[config.mk]
export PLATFORM = sky130hd
export DESIGN_NAME = edge_trigger_router_table
export DESIGN_NICKNAME = d
export VERILOG_FILES = /design/src/hdl/etrt_pkg.sv /design/src/hdl/edge_trigger_router_table.sv /design/src/hdl/etrt_rule_ram.sv /design/src/hdl/etrt_ctrl.sv
export SDC_FILE = /design/constraint.sdc
export NUM_CORES = 1
export LEC_CHECK = 0
export BUFFER_PORTS_ARGS = -buffer_cell sky130_fd_sc_hd__buf_2
export CELL_PAD_IN_SITES_DETAIL_PLACEMENT = 1
export CELL_PAD_IN_SITES_GLOBAL_PLACEMENT = 1
export CORE_MARGIN = 5
export CORE_UTILIZATION = 54
export CTS_CLUSTER_SIZE = 20
export DETAILED_ROUTE_END_ITERATION = 7
export PLACE_DENSITY_LB_ADDON = 0.1
export SLEW_MARGIN = 5
export SYNTH_ARGS = -nofsm -noshare
export SYNTH_HDL_FRONTEND = slang
export SYNTH_SLANG_ARGS = --single-unit
[constraint.sdc]
create_clock -name aclk -period 4.1 [get_ports aclk]
set_clock_uncertainty 0.2 [all_clocks]
set_input_delay 0.41 -clock aclk [delete_from_list [all_inputs] [get_ports aclk]]
set_output_delay 0.41 -clock aclk [all_outputs]
set_load 0.005 [all_outputs]
[src/hdl/etrt_pkg.sv]
// Shared types and constants for the edge trigger router table.
// Used by the controller, the top level and the port checker; no dependencies.
package etrt_pkg;

    localparam int CAPACITY     = 32;
    localparam int DEVICE_COUNT = 8;

    localparam int IDX_W     = (CAPACITY > 1) ? $clog2(CAPACITY) : 1;
    localparam int CNT_W     = $clog2(CAPACITY + 1);
    localparam int DEV_IDX_W = (DEVICE_COUNT > 1) ? $clog2(DEVICE_COUNT) : 1;

    localparam logic [5:0] DEV_LIMIT = 6'(DEVICE_COUNT);

    localparam logic [2:0] REQ_INSERT = 3'd0;
    localparam logic [2:0] REQ_REMOVE = 3'd1;
    localparam logic [2:0] REQ_CLEAR  = 3'd2;
    localparam logic [2:0] REQ_RESET  = 3'd3;
    localparam logic [2:0] REQ_EVENT  = 3'd4;

    localparam logic [3:0] STS_INSERTED  = 4'd0;
    localparam logic [3:0] STS_PRESENT   = 4'd1;
    localparam logic [3:0] STS_FULL      = 4'd2;
    localparam logic [3:0] STS_INVALID   = 4'd3;
    localparam logic [3:0] STS_REMOVED   = 4'd4;
    localparam logic [3:0] STS_NOT_FOUND = 4'd5;
    localparam logic [3:0] STS_CLEARED   = 4'd6;
    localparam logic [3:0] STS_RESET     = 4'd7;
    localparam logic [3:0] STS_EVENT     = 4'd8;

    localparam int RULE_W = 13;

    typedef struct packed {
        logic [4:0] device;
        logic [3:0] input_pin;
        logic [3:0] output_pin;
    } rule_t;

    typedef struct packed {
        logic [2:0]  req_type;
        logic [4:0]  device;
        logic [3:0]  input_pin;
        logic [3:0]  output_pin;
        logic [15:0] pin_state;
    } req_t;

    typedef struct packed {
        logic [3:0]  status;
        logic [15:0] toggle_mask;
        logic [5:0]  rule_count;
    } result_t;

endpackage

[src/hdl/edge_trigger_router_table.sv]
// Top level of the edge trigger router table: controller, rule RAM, output register.
// Depends on etrt_pkg, etrt_ctrl and etrt_rule_ram.
//
//   channel | prefix | handshake       | payload
//   request | s_     | s_valid/s_ready | req_type device input_pin output_pin pin_state
//   result  | m_     | m_valid/m_ready | status toggle_mask rule_count
//
// Clear, history reset, invalid and priming words skip the table walk; insert and event
// walk every held rule, insert ending early when a duplicate is found; remove walks until
// it finds the match, then shifts the later entries down. The walk is set by the single registered
// read port of the rule RAM, one entry per cycle.
// aresetn is synchronous, active low; it empties the table and the edge history.
// A finished result waits in the output register; the next word is accepted meanwhile.
module edge_trigger_router_table (
    input  logic        aclk,
    input  logic        aresetn,
    input  logic        s_valid,
    output logic        s_ready,
    input  logic [2:0]  s_req_type,
    input  logic [4:0]  s_device,
    input  logic [3:0]  s_input_pin,
    input  logic [3:0]  s_output_pin,
    input  logic [15:0] s_pin_state,
    output logic        m_valid,
    input  logic        m_ready,
    output logic [3:0]  m_status,
    output logic [15:0] m_toggle_mask,
    output logic [5:0]  m_rule_count
);

    etrt_pkg::req_t                 req;
    etrt_pkg::result_t              result;
    logic                           done;
    logic                           out_free;
    logic                           ram_we;
    logic [etrt_pkg::IDX_W-1:0]     ram_waddr;
    logic [etrt_pkg::IDX_W-1:0]     ram_raddr;
    etrt_pkg::rule_t                ram_wdata;
    etrt_pkg::rule_t                ram_rdata;
    logic                           m_valid_reg;
    etrt_pkg::result_t              m_result_reg;

    assign req = '{req_type: s_req_type, device: s_device, input_pin: s_input_pin,
                   output_pin: s_output_pin, pin_state: s_pin_state};

    assign out_free = !m_valid_reg || m_ready;

    etrt_ctrl u_ctrl (
        .aclk      (aclk),
        .aresetn   (aresetn),
        .s_valid   (s_valid),
        .s_ready   (s_ready),
        .req_in    (req),
        .out_free  (out_free),
        .done      (done),
        .result    (result),
        .ram_we    (ram_we),
        .ram_waddr (ram_waddr),
        .ram_wdata (ram_wdata),
        .ram_raddr (ram_raddr),
        .ram_rdata (ram_rdata)
    );

    etrt_rule_ram #(
        .DATA_W (etrt_pkg::RULE_W),
        .ADDR_W (etrt_pkg::IDX_W),
        .DEPTH  (etrt_pkg::CAPACITY)
    ) u_ram (
        .aclk  (aclk),
        .we    (ram_we),
        .waddr (ram_waddr),
        .wdata (ram_wdata),
        .raddr (ram_raddr),
        .rdata (ram_rdata)
    );

    always_ff @(posedge aclk) begin
        if (!aresetn) begin
            m_valid_reg <= 1'b0;
        end else if (done) begin
            m_valid_reg <= 1'b1;
        end else if (m_ready) begin
            m_valid_reg <= 1'b0;
        end
    end

    always_ff @(posedge aclk) begin
        if (done) begin
            m_result_reg <= result;
        end
    end

    assign m_valid       = m_valid_reg;
    assign m_status      = m_result_reg.status;
    assign m_toggle_mask = m_result_reg.toggle_mask;
    assign m_rule_count  = m_result_reg.rule_count;

endmodule

[src/hdl/etrt_rule_ram.sv]
// Generic single-write, single-read RAM with registered read data.
// Holds the rule entries; no dependencies.
module etrt_rule_ram #(
    parameter int DATA_W = 13,
    parameter int ADDR_W = 5,
    parameter int DEPTH  = 32
) (
    input  logic              aclk,
    input  logic              we,
    input  logic [ADDR_W-1:0] waddr,
    input  logic [DATA_W-1:0] wdata,
    input  logic [ADDR_W-1:0] raddr,
    output logic [DATA_W-1:0] rdata
);

    logic [DATA_W-1:0] mem [DEPTH];

    always_ff @(posedge aclk) begin
        if (we) begin
            mem[waddr] <= wdata;
        end
    end

    always_ff @(posedge aclk) begin
        rdata <= mem[raddr];
    end

endmodule

[src/hdl/etrt_ctrl.sv]
// Request sequencer: walks the rule RAM through its one read port with a compare unit
// shared by insert and remove, shifts entries on remove, and keeps the edge history.
// Depends on etrt_pkg.
module etrt_ctrl (
    input  logic                  aclk,
    input  logic                  aresetn,
    input  logic                  s_valid,
    output logic                  s_ready,
    input  etrt_pkg::req_t        req_in,
    input  logic                  out_free,
    output logic                  done,
    output etrt_pkg::result_t     result,
    output logic                  ram_we,
    output logic [etrt_pkg::IDX_W-1:0] ram_waddr,
    output etrt_pkg::rule_t       ram_wdata,
    output logic [etrt_pkg::IDX_W-1:0] ram_raddr,
    input  etrt_pkg::rule_t       ram_rdata
);

    typedef enum logic [3:0] {
        S_IDLE  = 4'b0001,
        S_SCAN  = 4'b0010,
        S_SHIFT = 4'b0100,
        S_DONE  = 4'b1000
    } state_t;

    state_t                          state_reg, state_next;
    logic [2:0]                      op_reg, op_next;
    etrt_pkg::rule_t                 rule_reg, rule_next;
    logic [15:0]                     rising_reg, rising_next;
    logic [15:0]                     mask_reg, mask_next;
    logic [3:0]                      status_reg, status_next;
    logic [etrt_pkg::CNT_W-1:0]      held_reg, held_next;
    logic [etrt_pkg::CNT_W-1:0]      idx_reg, idx_next;
    logic                            rd_vld_reg, rd_vld_next;
    logic [etrt_pkg::IDX_W-1:0]      rd_idx_reg, rd_idx_next;
    logic [15:0]                     last_reg [etrt_pkg::DEVICE_COUNT];
    logic [15:0]                     last_next [etrt_pkg::DEVICE_COUNT];
    logic [etrt_pkg::DEVICE_COUNT-1:0] primed_reg, primed_next;

    logic                            issue;
    logic                            match_rule;
    logic                            drained;
    logic                            dev_ok;
    logic [etrt_pkg::DEV_IDX_W-1:0]  dev_idx;

    assign issue      = (idx_reg < held_reg);
    assign match_rule = rd_vld_reg && (ram_rdata == rule_reg);
    assign drained    = !issue && !rd_vld_reg;
    assign dev_ok     = ({1'b0, req_in.device} < etrt_pkg::DEV_LIMIT);
    assign dev_idx    = req_in.device[etrt_pkg::DEV_IDX_W-1:0];
    assign ram_raddr  = idx_reg[etrt_pkg::IDX_W-1:0];

    always_comb begin
        state_next  = state_reg;
        op_next     = op_reg;
        rule_next   = rule_reg;
        rising_next = rising_reg;
        mask_next   = mask_reg;
        status_next = status_reg;
        held_next   = held_reg;
        idx_next    = idx_reg;
        rd_vld_next = rd_vld_reg;
        rd_idx_next = rd_idx_reg;
        last_next   = last_reg;
        primed_next = primed_reg;
        s_ready     = 1'b0;
        done        = 1'b0;
        ram_we      = 1'b0;
        ram_waddr   = held_reg[etrt_pkg::IDX_W-1:0];
        ram_wdata   = rule_reg;

        case (state_reg)
            S_IDLE: begin
                s_ready = 1'b1;
                if (s_valid) begin
                    op_next     = req_in.req_type;
                    rule_next   = '{device: req_in.device, input_pin: req_in.input_pin,
                                    output_pin: req_in.output_pin};
                    mask_next   = '0;
                    idx_next    = '0;
                    rd_vld_next = 1'b0;
                    case (req_in.req_type)
                        etrt_pkg::REQ_INSERT: begin
                            if (dev_ok) begin
                                state_next = S_SCAN;
                            end else begin
                                status_next = etrt_pkg::STS_INVALID;
                                state_next  = S_DONE;
                            end
                        end
                        etrt_pkg::REQ_REMOVE: begin
                            state_next = S_SCAN;
                        end
                        etrt_pkg::REQ_CLEAR: begin
                            held_next   = '0;
                            status_next = etrt_pkg::STS_CLEARED;
                            state_next  = S_DONE;
                        end
                        etrt_pkg::REQ_RESET: begin
                            for (int d = 0; d < etrt_pkg::DEVICE_COUNT; d++) begin
                                last_next[d] = '0;
                            end
                            primed_next = '0;
                            status_next = etrt_pkg::STS_RESET;
                            state_next  = S_DONE;
                        end
                        etrt_pkg::REQ_EVENT: begin
                            status_next = etrt_pkg::STS_EVENT;
                            state_next  = S_DONE;
                            if (dev_ok) begin
                                last_next[dev_idx] = req_in.pin_state;
                                if (!primed_reg[dev_idx]) begin
                                    primed_next[dev_idx] = 1'b1;
                                end else begin
                                    rising_next = req_in.pin_state & ~last_reg[dev_idx];
                                    state_next  = S_SCAN;
                                end
                            end
                        end
                        default: begin
                            status_next = etrt_pkg::STS_INVALID;
                            state_next  = S_DONE;
                        end
                    endcase
                end
            end
            S_SCAN: begin
                rd_vld_next = issue;
                rd_idx_next = idx_reg[etrt_pkg::IDX_W-1:0];
                if (issue) begin
                    idx_next = idx_reg + etrt_pkg::CNT_W'(1);
                end
                case (op_reg)
                    etrt_pkg::REQ_INSERT: begin
                        if (match_rule) begin
                            status_next = etrt_pkg::STS_PRESENT;
                            state_next  = S_DONE;
                        end else if (drained) begin
                            if (held_reg >= etrt_pkg::CNT_W'(etrt_pkg::CAPACITY)) begin
                                status_next = etrt_pkg::STS_FULL;
                            end else begin
                                ram_we      = 1'b1;
                                held_next   = held_reg + etrt_pkg::CNT_W'(1);
                                status_next = etrt_pkg::STS_INSERTED;
                            end
                            state_next = S_DONE;
                        end
                    end
                    etrt_pkg::REQ_REMOVE: begin
                        if (match_rule) begin
                            idx_next    = etrt_pkg::CNT_W'(rd_idx_reg) + etrt_pkg::CNT_W'(1);
                            rd_vld_next = 1'b0;
                            state_next  = S_SHIFT;
                        end else if (drained) begin
                            status_next = etrt_pkg::STS_NOT_FOUND;
                            state_next  = S_DONE;
                        end
                    end
                    default: begin
                        if (rd_vld_reg && (ram_rdata.device == rule_reg.device) &&
                            rising_reg[ram_rdata.input_pin]) begin
                            mask_next = mask_reg | (16'd1 << ram_rdata.output_pin);
                        end
                        if (drained) begin
                            state_next = S_DONE;
                        end
                    end
                endcase
            end
            S_SHIFT: begin
                rd_vld_next = issue;
                rd_idx_next = idx_reg[etrt_pkg::IDX_W-1:0];
                if (issue) begin
                    idx_next = idx_reg + etrt_pkg::CNT_W'(1);
                end
                if (rd_vld_reg) begin
                    ram_we    = 1'b1;
                    ram_waddr = rd_idx_reg - etrt_pkg::IDX_W'(1);
                    ram_wdata = ram_rdata;
                end
                if (drained) begin
                    held_next   = held_reg - etrt_pkg::CNT_W'(1);
                    status_next = etrt_pkg::STS_REMOVED;
                    state_next  = S_DONE;
                end
            end
            S_DONE: begin
                if (out_free) begin
                    done       = 1'b1;
                    state_next = S_IDLE;
                end
            end
            default: begin
                state_next = S_IDLE;
            end
        endcase
    end

    always_ff @(posedge aclk) begin
        if (!aresetn) begin
            state_reg  <= S_IDLE;
            held_reg   <= '0;
            rd_vld_reg <= 1'b0;
            primed_reg <= '0;
            for (int d = 0; d < etrt_pkg::DEVICE_COUNT; d++) begin
                last_reg[d] <= '0;
            end
        end else begin
            state_reg  <= state_next;
            held_reg   <= held_next;
            rd_vld_reg <= rd_vld_next;
            primed_reg <= primed_next;
            last_reg   <= last_next;
        end
    end

    always_ff @(posedge aclk) begin
        op_reg     <= op_next;
        rule_reg   <= rule_next;
        rising_reg <= rising_next;
        mask_reg   <= mask_next;
        status_reg <= status_next;
        idx_reg    <= idx_next;
        rd_idx_reg <= rd_idx_next;
    end

    assign result = '{status: status_reg, toggle_mask: mask_reg, rule_count: 6'(held_reg)};

endmodule

==> results.yml <==
critical_path:
  setup.worst_path.end_class: "register"
  worst-endpoint-required_ns: 4.37
  cp_slowest_stage_delay_ns: 0.64
  cp_common_cell: "buf_4"
  timing.setup.critical_path_class: "in -> reg"
  worstPathMaxFanout: 24
  crit_slowest_cell: "a21oi_4"
  timing.critical_path.arrival_ns: 3.72
  timing.critical_path.cells: "dlygate4sd3_1, buf_2, or3b_1, buf_4, nand2b_1, a21oi_4, o21ai_1, buf_4, a32oi_1, nor2b_1"
  crit_path_start_kind: "input port"
cells_and_area:
  antenna_diode_count: 0
  layout.filler_cells: 4509
  final_cell_mix: "edfxtp_1, dfxtp_1, nor2b_1"
  final_util_pct: 61.79
  layout_commonest_cell: "edfxtp_1"
  final_area_um2: 30870
  finalNetCount: 1823
  largest_register_ff_count: 416
  flow.area_growth_from_synthesis_pct: 13.79
  layout-drive-gt1-share_pct: 24.17
detailed_routing:
  drt_iter0_drc: 1329
  totalWireLength_um: 69310
  drt-wirelength-per-cell_um: 27.71
  drt_pre_antenna_iters: 5
  routed_via_density: 6.354
  route.detailed.drc: 0
  detail-route-antenna-nets: 0
  dr_total_vias: 15890
clock_tree:
  clkSlewWorstSetupHoldPaths_ns: 0.06
  clock-root-buffer: "clkbuf_16"
  cts_made_buffers: 70
  htree_levels: 3
  clkLatencyLatePin_ns: 0.59
  clock_sink_count: 666
  cts_tree: "yes"
  clk_buf_depth: 3
floorplan:
  num_io_pins: 64
  die_w_um: 234.2
  die_area_um2: 54830
  initial_utilization_pct: 54.30
  dieHeight_um: 234.2
  core_region_area_um2: 49970
  placementRows: 82
global_route:
  grt_max_degree: 109
  first_pass_grt_wire_length_um: 104900
  gr-usage-all-layers_pct: 25.45
  grt_antenna_before_repair: 0
  overflow_after_grt: 0
  grt_pass1_vias: 16440
sta:
  report.final.slew_viol_count: 0
  relSlewSlack_pct: 32.01
  timing.final.crit_share_pct: 84.08
  setup_viol_count_final: 0
  finalSetupTns_ns: 0
  hold_viol_final: 0
  tightest_slew_ns: 1.020
  holdWs_ns: 0.03288
  fin_crit_ns: 3.447
  achievable-frequency_mhz: 290.1
  rsz_0062_raised_after_global_routing: "false"
synthesis:
  yosys_most_used_dff: "edfxtp_1"
  yosysSeqAreaShare_pct: 67.77
  number_of_flops_mapped_to_enable_cells_by_yosys: 505
  post_synth_inst_count: 1666
  syn-mean-instance-area_um2: 16.29
  ys_seq_elements: 666
  syn-num-nets: 1715
  syn-cell-area_um2: 27130
  postSynth.asyncResetShare_pct: 0
  yosys_warnings: 0
  synth.lib_cells_used.distinct: 68
worst_hold_path:
  hold_path.class: "in -> reg"
run_status:
  run_status: "completed"
placement:
  gp_congestion: 0.7782
  post-dp-hpwl_um: 43110
  port-buffer-count: 63
  dpl-instance-area_um2: 28480
job:
  max-cap-violations: 0
power:
  power.density_cell_area_nw_per_um2: 469.9
  total_power_uw: 14510
  leakage_power_summed_over_all_cells_uw: 0.009924
  ir_drop_mv: 0.3286
[report_power, final]
group	internal (µW)	switching [µW]	total, µW
Combinational	330	517	847
Sequential	7330	66.4	7400
Clock	3700	2560	6260
Total	11400	3140	14500
[cell usage after synthesis, types with 9 or more instances]
cell type | number | share of area [%]
nor2_1 | 89 | 1.2
a31oi_1 | 9 | 0.21
o21ai_1 | 10 | 0.18
xor2_1 | 23 | 0.74
clkbuf_1 | 86 | 1.2
a32oi_1 | 128 | 4.1
nand3_1 | 13 | 0.24
a221oi_1 | 12 | 0.39
nand2_1 | 50 | 0.69
mux2i_1 | 18 | 0.66
dfxtp_1 | 161 | 12
ha_1 | 12 | 0.55
inv_1 | 12 | 0.17
a22oi_1 | 15 | 0.42
mux2_2 | 40 | 1.7
a22o_1 | 13 | 0.42
nor2b_1 | 139 | 3.2
edfxtp_1 | 505 | 56
mux4_2 | 137 | 11
a21oi_1 | 28 | 0.52
buf_1 | 13 | 0.18
buf_2 | 28 | 0.52
[through the flow]
| step | setup slack, ns | instances |
|---|---|---|
| 2_1_floorplan | 0.9580 | 1666 |
| 3_3_place_gp | 0.6848 | 2360 |
| 3_5_place_dp | 0.7005 | 2360 |
| 4_1_cts | 0.6867 | 2501 |
| 5_1_grt | 0.4360 | 2501 |
| 6_report | 0.6529 | 2501 |
[cell type report]
| class | count | area (µm²) | area share [%] |
|---|---|---|---|
| Sequential cell | 666 | 18390 | 59.56 |
| Tap cell | 672 | 840.8 | 2.723 |
| Multi-Input combinational cell | 859 | 8205 | 26.58 |
| Clock buffer | 97 | 1944 | 6.298 |
| Timing Repair Buffer | 164 | 1136 | 3.680 |
| Inverter | 13 | 48.80 | 0.1580 |
| Clock inverter | 30 | 311.5 | 1.009 |
[critical path, delay by kind of cell]
kind                   cells  cell delay (ns)
AOI/OAI and AO/OA          3             1.35
buffers and inverters      4             1.24
and+or+nand+nor            3             0.72
[path summary, 6_finish.rpt]
path / from / endpoint / slack, ns / cells after the start
min: s_pin_state[14] / u_ctrl.last_reg[46] / 0.03 / 3
max: s_req_type[1] / u_ctrl.last_reg[74] / 0.65 / 10
max reg2reg: u_ctrl.held_reg[3] / u_ram.mem[20][9] / 0.68 / 9
min reg2reg: u_ctrl.status_reg[3] / m_status[3] / 0.22 / 0
[per-layer routing]
layer  share of wire [%]  GRT usage [%]  vias up
met4                 2.5          7.616        0
li1                    -              -     6908
met5                   0              0        -
met1                  42          35.53     8388
met3                 5.3          3.499      115
met2                  50          42.32      481
[logic make-up after synthesis]
group,share of synthesized area (%)
buf+inv,2.093
compound gates,8.070
flops,67.77
fa+ha+maj,0.6271
simple gates,6.843
mux,13.70
xor+xnor,0.9038
[timing repair]
action	4_1_cts	5_1_grt
buffers inserted	0	0
resized for setup	0	0
setup endpoints to repair	0	0
hold buffers	14	0
hold endpoints to repair	15	0
No activity file was read; power rests on OpenSTA's default activity.
